<file path="config.mk">
export PLATFORM = sky130hd
export DESIGN_NAME = deadline_timer_queue_top
export DESIGN_NICKNAME = d
export VERILOG_FILES = /design/src/rtl/core/dtq_pkg.sv /design/src/rtl/core/dtq_cell.sv /design/src/rtl/core/deadline_timer_queue_top.sv
export SDC_FILE = /design/constraint.sdc
export NUM_CORES = 2
export LEC_CHECK = 0
export ABC_AREA = 1
export BUFFER_PORTS_ARGS = -buffer_cell sky130_fd_sc_hd__clkbuf_2
export CAP_MARGIN = 10
export CORE_UTILIZATION = 30
export CTS_BUF_LIST = sky130_fd_sc_hd__clkbuf_8
export CTS_CLUSTER_SIZE = 40
export DETAILED_ROUTE_END_ITERATION = 10
export PLACE_DENSITY = 0.46
export SKIP_LAST_GASP = 1
export SLEW_MARGIN = 0
export SYNTH_ARGS = -nofsm -noshare
export SYNTH_HDL_FRONTEND = slang
export SYNTH_SLANG_ARGS = --single-unit
</file>
<file path="constraint.sdc">
create_clock -name clk_i -period 4.6 [get_ports clk_i]
set_input_delay 0.69 -clock clk_i [delete_from_list [all_inputs] [get_ports clk_i]]
set_output_delay 0.69 -clock clk_i [all_outputs]
set_load 0.02 [all_outputs]
</file>
<file path="src/rtl/core/dtq_pkg.sv">
package dtq_pkg;

  // field widths
  localparam int unsigned TIME_W  = 48;
  localparam int unsigned REL_W   = 24;
  localparam int unsigned TAG_W   = 16;
  localparam int unsigned FUNC_W  = 2;
  localparam int unsigned KIND_W  = 2;

  // stream payload widths, padded to whole bytes
  localparam int unsigned S_DATA_W = 48;
  localparam int unsigned M_DATA_W = 24;

  // queue sizing
  localparam int unsigned QUEUE_DEPTH_DEF = 16;
  localparam int unsigned MAX_RESULTS     = 16;
  localparam int unsigned CNT_W           = $clog2(MAX_RESULTS);

  // request operation codes
  localparam logic [FUNC_W-1:0] FUNC_ADD   = 2'd0;
  localparam logic [FUNC_W-1:0] FUNC_TICK  = 2'd1;
  localparam logic [FUNC_W-1:0] FUNC_CLEAR = 2'd2;

  // result kinds
  localparam logic [KIND_W-1:0] KIND_ACCEPT  = 2'd0;
  localparam logic [KIND_W-1:0] KIND_REJECT  = 2'd1;
  localparam logic [KIND_W-1:0] KIND_EXPIRE  = 2'd2;
  localparam logic [KIND_W-1:0] KIND_DISCARD = 2'd3;

  // chain operations broadcast to every cell
  localparam logic [1:0] OP_HOLD   = 2'd0;
  localparam logic [1:0] OP_INSERT = 2'd1;
  localparam logic [1:0] OP_POP    = 2'd2;
  localparam logic [1:0] OP_FLUSH  = 2'd3;

  typedef struct packed {
    logic              valid;
    logic [TIME_W-1:0] deadline;
    logic [TAG_W-1:0]  tag;
    logic              cancel;
  } entry_t;

  typedef struct packed {
    logic [1:0] op;
    entry_t     ins;
  } cell_ctl_t;

endpackage

</file>
<file path="src/rtl/core/dtq_cell.sv">
module dtq_cell (
  input  logic                          clk_i,
  input  logic                          rst_ni,
  input  dtq_pkg::cell_ctl_t            ctl_i,
  input  logic [dtq_pkg::TIME_W-1:0]    now_i,
  input  dtq_pkg::entry_t               left_i,
  input  dtq_pkg::entry_t               right_i,
  input  logic                          left_keep_i,
  output logic                          keep_o,
  output logic                          due_o,
  output dtq_pkg::entry_t               entry_o
);

  logic            valid_q, valid_d;
  dtq_pkg::entry_t pay_q, pay_d;

  // an entry stays put on insert when it is due no later than the new one
  assign keep_o = valid_q && (pay_q.deadline <= ctl_i.ins.deadline);
  assign due_o  = valid_q && (pay_q.deadline <= now_i);

  always_comb begin
    entry_o       = pay_q;
    entry_o.valid = valid_q;
  end

  // next entry from the broadcast operation
  always_comb begin
    valid_d = valid_q;
    pay_d   = pay_q;
    case (ctl_i.op)
      dtq_pkg::OP_INSERT: begin
        if (!keep_o) begin
          if (left_keep_i) begin
            pay_d   = ctl_i.ins;
            valid_d = ctl_i.ins.valid;
          end else begin
            pay_d   = left_i;
            valid_d = left_i.valid;
          end
        end
      end
      dtq_pkg::OP_POP: begin
        pay_d   = right_i;
        valid_d = right_i.valid;
      end
      dtq_pkg::OP_FLUSH: begin
        valid_d = 1'b0;
      end
      default: begin
        valid_d = valid_q;
      end
    endcase
  end

  always_ff @(posedge clk_i or negedge rst_ni) begin
    if (!rst_ni) begin
      valid_q <= 1'b0;
    end else begin
      valid_q <= valid_d;
    end
  end

  always_ff @(posedge clk_i) begin
    pay_q <= pay_d;
  end

endmodule

</file>
<file path="src/rtl/core/deadline_timer_queue_top.sv">
// Deadline timer queue: holds up to QUEUE_DEPTH pending tasks sorted by absolute deadline in a
// chain of cells, with the head (earliest deadline) in cell 0, plus a 48-bit tick counter.
// Request kind on s_axis_tuser: add, tick or clear. An add answers with one accepted or rejected
// result (rejected without a callback or when the queue is full). A rejected add ends when it is
// accepted; an accepted add is accepted and forms the deadline (delay + now + 1), then enters an
// insert step in which every cell compares in parallel and the chain shifts right by one behind
// the insert point. A tick or clear is accepted, then reports one task per pop as the chain moves
// one place toward the head, and ends at its final result or when nothing is due
// or left. At most 16 results per request: a tick leaves further due tasks for later ticks, a
// clear empties all but reports only 16. Every result carries tlast on the final one of its
// request. Stalls on the result side add cycles.
module deadline_timer_queue_top #(
  parameter int unsigned QUEUE_DEPTH = dtq_pkg::QUEUE_DEPTH_DEF
) (
  input  logic                          clk_i,
  input  logic                          rst_ni,
  input  logic                          s_axis_tvalid,
  output logic                          s_axis_tready,
  // delay[23:0], task_tag[39:24], has_callback[40], has_cancel_check[41], zero pad
  input  logic [dtq_pkg::S_DATA_W-1:0]  s_axis_tdata,
  // func[1:0]
  input  logic [dtq_pkg::FUNC_W-1:0]    s_axis_tuser,
  output logic                          m_axis_tvalid,
  input  logic                          m_axis_tready,
  // out_tag[15:0], out_cancel_check[16], zero pad
  output logic [dtq_pkg::M_DATA_W-1:0]  m_axis_tdata,
  // kind[1:0]
  output logic [dtq_pkg::KIND_W-1:0]    m_axis_tuser,
  output logic                          m_axis_tlast
);

  localparam logic [1:0] ST_IDLE = 2'd0;
  localparam logic [1:0] ST_INS  = 2'd1;
  localparam logic [1:0] ST_POP  = 2'd2;
  localparam logic [1:0] ST_CLR  = 2'd3;

  logic [1:0]                  state_q, state_d;
  logic [dtq_pkg::TIME_W-1:0]  now_q, now_d;
  logic [dtq_pkg::CNT_W-1:0]   cnt_q, cnt_d;
  dtq_pkg::entry_t             ins_q, ins_d;
  logic                        out_valid_q, out_valid_d;
  logic [dtq_pkg::KIND_W-1:0]  out_kind_q, out_kind_d;
  logic [dtq_pkg::TAG_W-1:0]   out_tag_q, out_tag_d;
  logic                        out_flag_q, out_flag_d;
  logic                        out_last_q, out_last_d;

  dtq_pkg::cell_ctl_t          ctl;
  dtq_pkg::entry_t             entry_w [QUEUE_DEPTH];
  logic [QUEUE_DEPTH-1:0]      keep_w;
  logic [QUEUE_DEPTH-1:0]      due_w;
  logic                        next_due;
  logic                        next_valid;

  // request fields
  logic [dtq_pkg::REL_W-1:0]   in_rel;
  logic [dtq_pkg::TAG_W-1:0]   in_tag;
  logic                        in_cb;
  logic                        in_cc;
  logic                        s_hs;
  logic                        slot_free;
  logic                        full;
  logic                        head_ok;
  logic                        more;
  logic                        last_res;

  assign in_rel = s_axis_tdata[dtq_pkg::REL_W-1:0];
  assign in_tag = s_axis_tdata[dtq_pkg::REL_W +: dtq_pkg::TAG_W];
  assign in_cb  = s_axis_tdata[dtq_pkg::REL_W + dtq_pkg::TAG_W];
  assign in_cc  = s_axis_tdata[dtq_pkg::REL_W + dtq_pkg::TAG_W + 1];

  assign slot_free     = !out_valid_q || m_axis_tready;
  assign s_axis_tready = (state_q == ST_IDLE) && slot_free;
  assign s_hs          = s_axis_tvalid && s_axis_tready;
  assign full          = entry_w[QUEUE_DEPTH-1].valid;

  // chain of cells, head at index 0
  for (genvar i = 0; i < QUEUE_DEPTH; i++) begin : g_cell
    dtq_pkg::entry_t left_e;
    dtq_pkg::entry_t right_e;
    logic            left_keep;

    if (i == 0) begin : g_head
      assign left_e    = '0;
      assign left_keep = 1'b1;
    end else begin : g_body
      assign left_e    = entry_w[i-1];
      assign left_keep = keep_w[i-1];
    end

    if (i == QUEUE_DEPTH - 1) begin : g_tail
      assign right_e = '0;
    end else begin : g_mid
      assign right_e = entry_w[i+1];
    end

    dtq_cell u_cell (
      .clk_i       (clk_i),
      .rst_ni      (rst_ni),
      .ctl_i       (ctl),
      .now_i       (now_q),
      .left_i      (left_e),
      .right_i     (right_e),
      .left_keep_i (left_keep),
      .keep_o      (keep_w[i]),
      .due_o       (due_w[i]),
      .entry_o     (entry_w[i])
    );
  end

  // look one cell ahead to mark the final result
  if (QUEUE_DEPTH > 1) begin : g_next
    assign next_due   = due_w[1];
    assign next_valid = entry_w[1].valid;
  end else begin : g_no_next
    assign next_due   = 1'b0;
    assign next_valid = 1'b0;
  end

  assign head_ok  = (state_q == ST_POP) ? due_w[0] : entry_w[0].valid;
  assign more     = (state_q == ST_POP) ? next_due : next_valid;
  assign last_res = !more || (cnt_q == dtq_pkg::CNT_W'(dtq_pkg::MAX_RESULTS - 1));

  // sequencer and result register
  always_comb begin
    state_d     = state_q;
    now_d       = now_q;
    cnt_d       = cnt_q;
    ins_d       = ins_q;
    out_valid_d = out_valid_q && !m_axis_tready;
    out_kind_d  = out_kind_q;
    out_tag_d   = out_tag_q;
    out_flag_d  = out_flag_q;
    out_last_d  = out_last_q;
    ctl.op      = dtq_pkg::OP_HOLD;
    ctl.ins     = ins_q;

    case (state_q)
      ST_IDLE: begin
        if (s_hs) begin
          case (s_axis_tuser)
            dtq_pkg::FUNC_ADD: begin
              out_valid_d = 1'b1;
              out_tag_d   = in_tag;
              out_flag_d  = in_cc;
              out_last_d  = 1'b1;
              if (in_cb && !full) begin
                out_kind_d     = dtq_pkg::KIND_ACCEPT;
                ins_d.valid    = 1'b1;
                ins_d.deadline = now_q + dtq_pkg::TIME_W'(in_rel) + dtq_pkg::TIME_W'(1);
                ins_d.tag      = in_tag;
                ins_d.cancel   = in_cc;
                state_d        = ST_INS;
              end else begin
                out_kind_d = dtq_pkg::KIND_REJECT;
              end
            end
            dtq_pkg::FUNC_TICK: begin
              now_d   = now_q + dtq_pkg::TIME_W'(1);
              cnt_d   = '0;
              state_d = ST_POP;
            end
            dtq_pkg::FUNC_CLEAR: begin
              cnt_d   = '0;
              state_d = ST_CLR;
            end
            default: begin
              state_d = ST_IDLE;
            end
          endcase
        end
      end
      ST_INS: begin
        ctl.op  = dtq_pkg::OP_INSERT;
        state_d = ST_IDLE;
      end
      ST_POP, ST_CLR: begin
        if (!head_ok) begin
          state_d = ST_IDLE;
        end else if (slot_free) begin
          out_valid_d = 1'b1;
          out_kind_d  = (state_q == ST_POP) ? dtq_pkg::KIND_EXPIRE : dtq_pkg::KIND_DISCARD;
          out_tag_d   = entry_w[0].tag;
          out_flag_d  = entry_w[0].cancel;
          out_last_d  = last_res;
          cnt_d       = cnt_q + dtq_pkg::CNT_W'(1);
          ctl.op      = dtq_pkg::OP_POP;
          if (last_res) begin
            state_d = ST_IDLE;
            // a clear drops whatever is left unreported
            if (state_q == ST_CLR) begin
              ctl.op = dtq_pkg::OP_FLUSH;
            end
          end
        end
      end
      default: begin
        state_d = ST_IDLE;
      end
    endcase
  end

  always_ff @(posedge clk_i or negedge rst_ni) begin
    if (!rst_ni) begin
      state_q     <= ST_IDLE;
      now_q       <= '0;
      out_valid_q <= 1'b0;
    end else begin
      state_q     <= state_d;
      now_q       <= now_d;
      out_valid_q <= out_valid_d;
    end
  end

  always_ff @(posedge clk_i) begin
    cnt_q      <= cnt_d;
    ins_q      <= ins_d;
    out_kind_q <= out_kind_d;
    out_tag_q  <= out_tag_d;
    out_flag_q <= out_flag_d;
    out_last_q <= out_last_d;
  end

  assign m_axis_tvalid = out_valid_q;
  assign m_axis_tuser  = out_kind_q;
  assign m_axis_tlast  = out_last_q;
  assign m_axis_tdata  = {{(dtq_pkg::M_DATA_W - dtq_pkg::TAG_W - 1){1'b0}}, out_flag_q, out_tag_q};

endmodule

</file>
# After elaboration in Yosys (flattened, before gate mapping)

Cells that the tools add are included.
Widths: inputs -> output; s select.

Bits in registers: 1196
Input port bits: 54
Output and inout port bits: 29

Add/subtract/negate cells: 4
Order comparisons: 18
Equality and inequality tests: 33
Mux-type cells: 140
Reductions and logical operators: 74

Operators by type and width:

| operator              | count |
|---|---|
| $pmux 65 s2           | 16 |
| $mux 65               | 31 |
| $le 48x48->1          | 18 |
| $add 48x1->48 const B | 2 |
| $mux 16               | 4 |
| $reduce_and 2->1      | 32 |
| $mux 1                | 49 |
| $add 48x24->48        | 1 |
| $pmux 1 s3            | 15 |
| $ne 2x2->1 const B    | 20 |
| $pmux 16 s2           | 1 |
| $logic_and 1x1->1     | 22 |
| $mux 2                | 11 |
| $mux 4                | 4 |
| $pmux 2 s3            | 2 |
| $eq 2x2->1 const B    | 5 |
| $reduce_and 5->1      | 2 |
| $ne 3x3->1 const B    | 3 |
| $pmux 1 s2            | 4 |
| $pmux 2 s2            | 2 |
| $pmux 4 s2            | 1 |
| $reduce_and 4->1      | 2 |
| $eq 2x1->1 const B    | 3 |
| $reduce_bool 2->1     | 3 |
| other kinds (9)       | 16 |

# Longest topological paths before layout

Word-level depth: 13
Mapped depth: 23
Gate-level depth less buffers: 21

# Modules after synthesis

From an unflattened synthesis, not the netlist that was laid out.

Cells, all modules: 13768
Area, all modules: 102977.5 µm²

Modules (own cells, without submodules):

| module                   | instances | cells an instance | area each (µm²) | seq. area each (µm²) |
|---|---|---|---|---|
| dtq_cell                 | 16        | 782               | 5863.1          | 1976.9 |
| deadline_timer_queue_top | 1         | 1256              | 9167.5          | 3948.8 |

# Worst setup path after synthesis

Ideal clock, no wire load.

Path kind: register to register
Start: reg ins_q (netlist bit ctl[64])
End: reg g_cell[12].u_cell.pay_q (netlist bit g_cell[12].u_cell.entry_o[0]) (enable)
Library setup time: 0.425 ns
Arrival time: 4.223 ns
Required time: 4.175 ns
Setup slack: -0.048 ns
Cell stages (with the launch flop): 17
Buffers on the path: 3
Period minus slack after synthesis: 4.648 ns
Path through: edfxtp_1 inv_1 clkbuf_1 ha_1 nand2_1 nor2_1 nand4_1 nor3b_1 and2_1 nand2_1 nand3_1 nand2_1 nand2_1 buf_4 clkbuf_1 nand2_1 nand2_1

Word-level cells in the longest chain between the ends: 4

Ends and longest elaborated chain:

| what                              | line                            | text |
|---|---|---|
| start: declaration                | deadline_timer_queue_top.sv:40  | `dtq_pkg::entry_t ins_q, ins_d;` |
| start signal: assignment          | deadline_timer_queue_top.sv:216 | `ins_q <= ins_d;` |
| $le 48x48->1                      | dtq_cell.sv:18                  | `assign keep_o = valid_q && (pay_q.deadline <= ctl_i.ins.deadline);` |
| $logic_and 1x1->1                 | dtq_cell.sv:18                  |  |
| $ne 2x2->1 (no source line)       | -                               |  |
| $reduce_and 2->1 (no source line) | -                               |  |
| end signal: assignment            | dtq_cell.sv:64                  | `pay_q <= pay_d;` |
| end: declaration                  | dtq_cell.sv:15                  | `dtq_pkg::entry_t pay_q, pay_d;` |

No other way between the ends.
A chain may end at the register's enable or synchronous reset.

==> flow_metrics.env <==
export IMPL_timing_clock_skew_ns=0.139
export IMPL_crit_path_start_kind="register"
export IMPL_final_area_sq_um=93400
export IMPL_crit_chain="inv_1 -> ha_1 -> nand2_1 -> inv_1 -> nand2_1 -> nand2_1 -> nand2_1 -> nand2_1 -> nand2_1 -> nand2_1 -> nand2_1 -> nand3_1 -> nand2_2 -> nand4_4 -> inv_2 -> nand2_8 -> buf_12 -> buf_12 -> nand2_1 -> o21ai_0"
export IMPL_max_stage_delay_ns=0.49
export IMPL_firstDrtPassIters=6
export IMPL_synthDominantCellAreaShare_pct=41.2
export IMPL_total_leakage_power_nw=43.3
export IMPL_synth_cell_type_count=53
export IMPL_grt_overflow_total=0
export IMPL_timing_hold_worst_path_depth=4
export IMPL_synth_area_leaders="edfxtp_1, nand2_1, ha_1, o21ai_0, a21oi_1"
export IMPL_cap_viol_max_count=0
export IMPL_rows=191
export IMPL_mostFrequentLayoutCells="nand2_1, edfxtp_1, o21ai_0"
export IMPL_grt_start_max_net_pins=235
export IMPL_avgRoutedWirePerCell_um=22.2
export IMPL_clockRootBuffer="clkbuf_8"
export IMPL_critPathArrivalTime_ns=5.08
export IMPL_cts_tree="done"
export IMPL_reg2reg_depth=20
export IMPL_routabilityCongestion=0.958
export IMPL_final_net_count=11413
export IMPL_maxSlewHeadroom_pct=16.5
export IMPL_cts_htree_levels=4
export IMPL_ant_nets=0
export IMPL_io_buffer_count=69
export IMPL_first_iter_violations=6750
export IMPL_grt_use_met3_pct=3.43
export IMPL_placed_wire_length_estimate_after_detailed_placement_um=224000
export IMPL_floorplan_core_area_sq_um=272000
export IMPL_fill_cells=28568
export IMPL_top_usage_layer="met2"
export IMPL_die_area_sq_um=276000
export IMPL_finalSetupTns_ns=0
export IMPL_setup_violations_final=0
export IMPL_initial_core_util_pct=30.3
export IMPL_clock_sink_count=1196
export IMPL_io_pins=83
export IMPL_layout_commonest_cell="nand2_1"
export IMPL_crit_type="register to register"
export IMPL_floorplan_die_width_um=526
export IMPL_synth_seq_cells=1196
export IMPL_antenna_violations_before_repair=7
export IMPL_grt_setup_unrepaired="false"
export IMPL_critPathTopFamily="simple AND/OR/NAND/NOR gates"
export IMPL_clk_pin_slew_ns=0.06
export IMPL_total_power_mw=73.5
export IMPL_insertion_delay_ns=1.04
export IMPL_synth_enable_flop_cells=1129
export IMPL_period_share_pct=96.6
export IMPL_grt_first_pass_wirelength_um=465000
export IMPL_synthesized_netlist_cell_count=10293
export IMPL_share_of_layout_cells_above_drive_strength_1_pct=7.47
export IMPL_ctsLongestPathBuffers=4
export IMPL_cts_buffers_inserted=241
export IMPL_cp_depth=20
export IMPL_final_hold_viol_count=0
export IMPL_crit_path_max_fanout=150
export IMPL_cpMaxStageDelayCell="inv_1"
export IMPL_synth_largest_area_cell="edfxtp_1"
export IMPL_use_met1_pct=31.6
export IMPL_worst_min_delay_path_class="input port to register"
export IMPL_path_common_cell="nand2_1"
export IMPL_die_y_um=526
export IMPL_postSynth_topFlopCell="edfxtp_1"
export IMPL_via_per_inst=5.14
export IMPL_wl_um=315000
export IMPL_global_route_usage_total_pct=22.3
export IMPL_grtUsageMet2_pct=34.5
export IMPL_dpl_instance_area_sq_um=89000
export IMPL_first_global_vias=69889
export IMPL_placement_setup_worst_slack_ns=0.310
export IMPL_critical_path_endpoint_type="register"
export IMPL_status="finished clean"
export IMPL_worst_endpoint_required_ns=5.24
export IMPL_drcViolationCount=0
export IMPL_timing_worst_slew_pin_value_ns=1.25
export IMPL_power_per_cell_area_nw_per_um2=787
export IMPL_timing_final_crit_period_ns=4.45
export IMPL_peakVddDrop_mv=0.694
export IMPL_area_growth_synth_to_final_pct=13.6
export IMPL_synth_warnings=0
export IMPL_mean_cell_area_of_the_mapped_netlist_sq_um=7.99
export IMPL_postCtsSetupRepairBufs=0
export IMPL_synth_area_sq_um=82200
export IMPL_drv_slew=0
export IMPL_worst_slack_ns=0.155
export IMPL_fmax_ghz=0.225
export IMPL_dr_total_vias=73085
export IMPL_synth_seq_area_share_pct=43.3
export IMPL_critPathBufInv=5
export IMPL_ys_async_sr_fraction_pct=5.60
-- synthesized netlist by cell type (7+ instances only) --
cell and number:
o211ai_1 79, buf_6 9, o21a_1 40, a21oi_1 528, nor2_1 243, clkbuf_1 218
o21ai_0 1064, nor3b_1 9, inv_1 446, o21bai_1 24, nor3_1 53, ha_1 893
nor4_1 21, xnor2_1 7, nand3_1 266, edfxtp_1 1129, xor2_1 84, nand4_1 87
dfrtp_1 67, buf_1 21, nor2_2 7, nand2_1 4630, buf_2 217, buf_4 75
nand2_2 9
-- kinds of logic (layout without fill, tap and decap cells) --
family | Yosys count | in the layout | synth area share [%]
adders and majority gates | 894 | 894 | 13.6
xor gates and xnor gates | 91 | 91 | 0.969
AOI/OAI and AO/OA | 1760 | 1760 | 11.2
and+or+nand+nor | 5356 | 5356 | 25.6
buffers and inverters | 995 | 1344 | 5.30
DFF | 1196 | 1196 | 43.3
other | 1 | 12 | 0.00456
-- worst reg2reg max path, cell delays in order (launching register included) --
cell and delay (ns):
dfrtp_1 0.43, inv_1 0.49, ha_1 0.35, nand2_1 0.06
inv_1 0.05, nand2_1 0.06, nand2_1 0.05, nand2_1 0.05
nand2_1 0.08, nand2_1 0.08, nand2_1 0.21, nand2_1 0.13
nand3_1 0.11, nand2_2 0.22, nand4_4 0.12, inv_2 0.32
nand2_8 0.14, buf_12 0.22, buf_12 0.27, nand2_1 0.50
o21ai_0 0.10
-- per-stage QoR --
step	hold WS [ns]	instances	utilization (%)
2_1_floorplan	0.394	10299	-
3_3_place_gp	0.484	13773	32.8
3_5_place_dp	0.485	13773	32.8
4_1_cts	0.0281	14218	34.4
5_1_grt	0.0920	14223	34.4
6_report	0.138	14223	34.4
-- path summary, 6_finish.rpt --
kind / slack [ns] / end / from
max reg2reg: 0.15 / g_cell[11].u_cell.entry_o[28]$_DFFE_PP_ / now_q[2]$_DFFE_PN0P_
min in group asynchronous: 0.23 / now_q[5]$_DFFE_PN0P_ / rst_ni
max in group asynchronous: 3.21 / g_cell[7].u_cell.valid_q$_DFFE_PN0P_ / rst_ni
min: 0.14 / ctl[17]$_DFFE_PP_ / s_axis_tdata[0]
max: 0.15 / g_cell[11].u_cell.entry_o[28]$_DFFE_PP_ / now_q[2]$_DFFE_PN0P_
min reg2reg: 0.47 / g_cell[1].u_cell.entry_o[13]$_DFFE_PP_ / g_cell[2].u_cell.entry_o[13]$_DFFE_PP_
-- per-layer routing --
layer	wire length, um	vias to the layer above
li1	-	35014
met1	147000	35203
met2	137000	2454
met3	20900	414
met4	9870	0
met5	0	-
-- state kept, by name (all words and copies together), names as in the netlist, 2 cells and up --
signal	flops
cnt_q	4
ctl	65
g_cell.u_cell.entry_o	1040
g_cell.u_cell.valid_q	16
m_axis_tuser	2
now_q	48
out_tag_q	16
state_q	2
-- what timing repair did --
| action | CTS | global route |
|---|---|---|
| resized for setup | 0 | 1 |
| setup endpoints to repair | 0 | 5 |
| hold endpoints to repair | 66 | 0 |
| hold buffers | 19 | 0 |
-- where the power goes --
part           internal [mW]  leakage [nW]  switching, mW
clock network           5.05          2.47           5.23
registers               21.6          11.4           4.73
logic                   12.0          29.4           25.0
total                   38.6          43.3           34.9
-- layout make-up --
cell class	count	area, sq um	area share [%]
clock buffers	248	3410	3.65
repair buffers	463	4870	5.21
clock inverters	178	782	0.837
diodes	5	12.5	0.0134
multi-input cells	8108	42600	45.6
well taps	3570	4470	4.78
flip-flops and latches	1196	35600	38.1
inverters	455	1720	1.84
(Power assumes the default switching activity.)
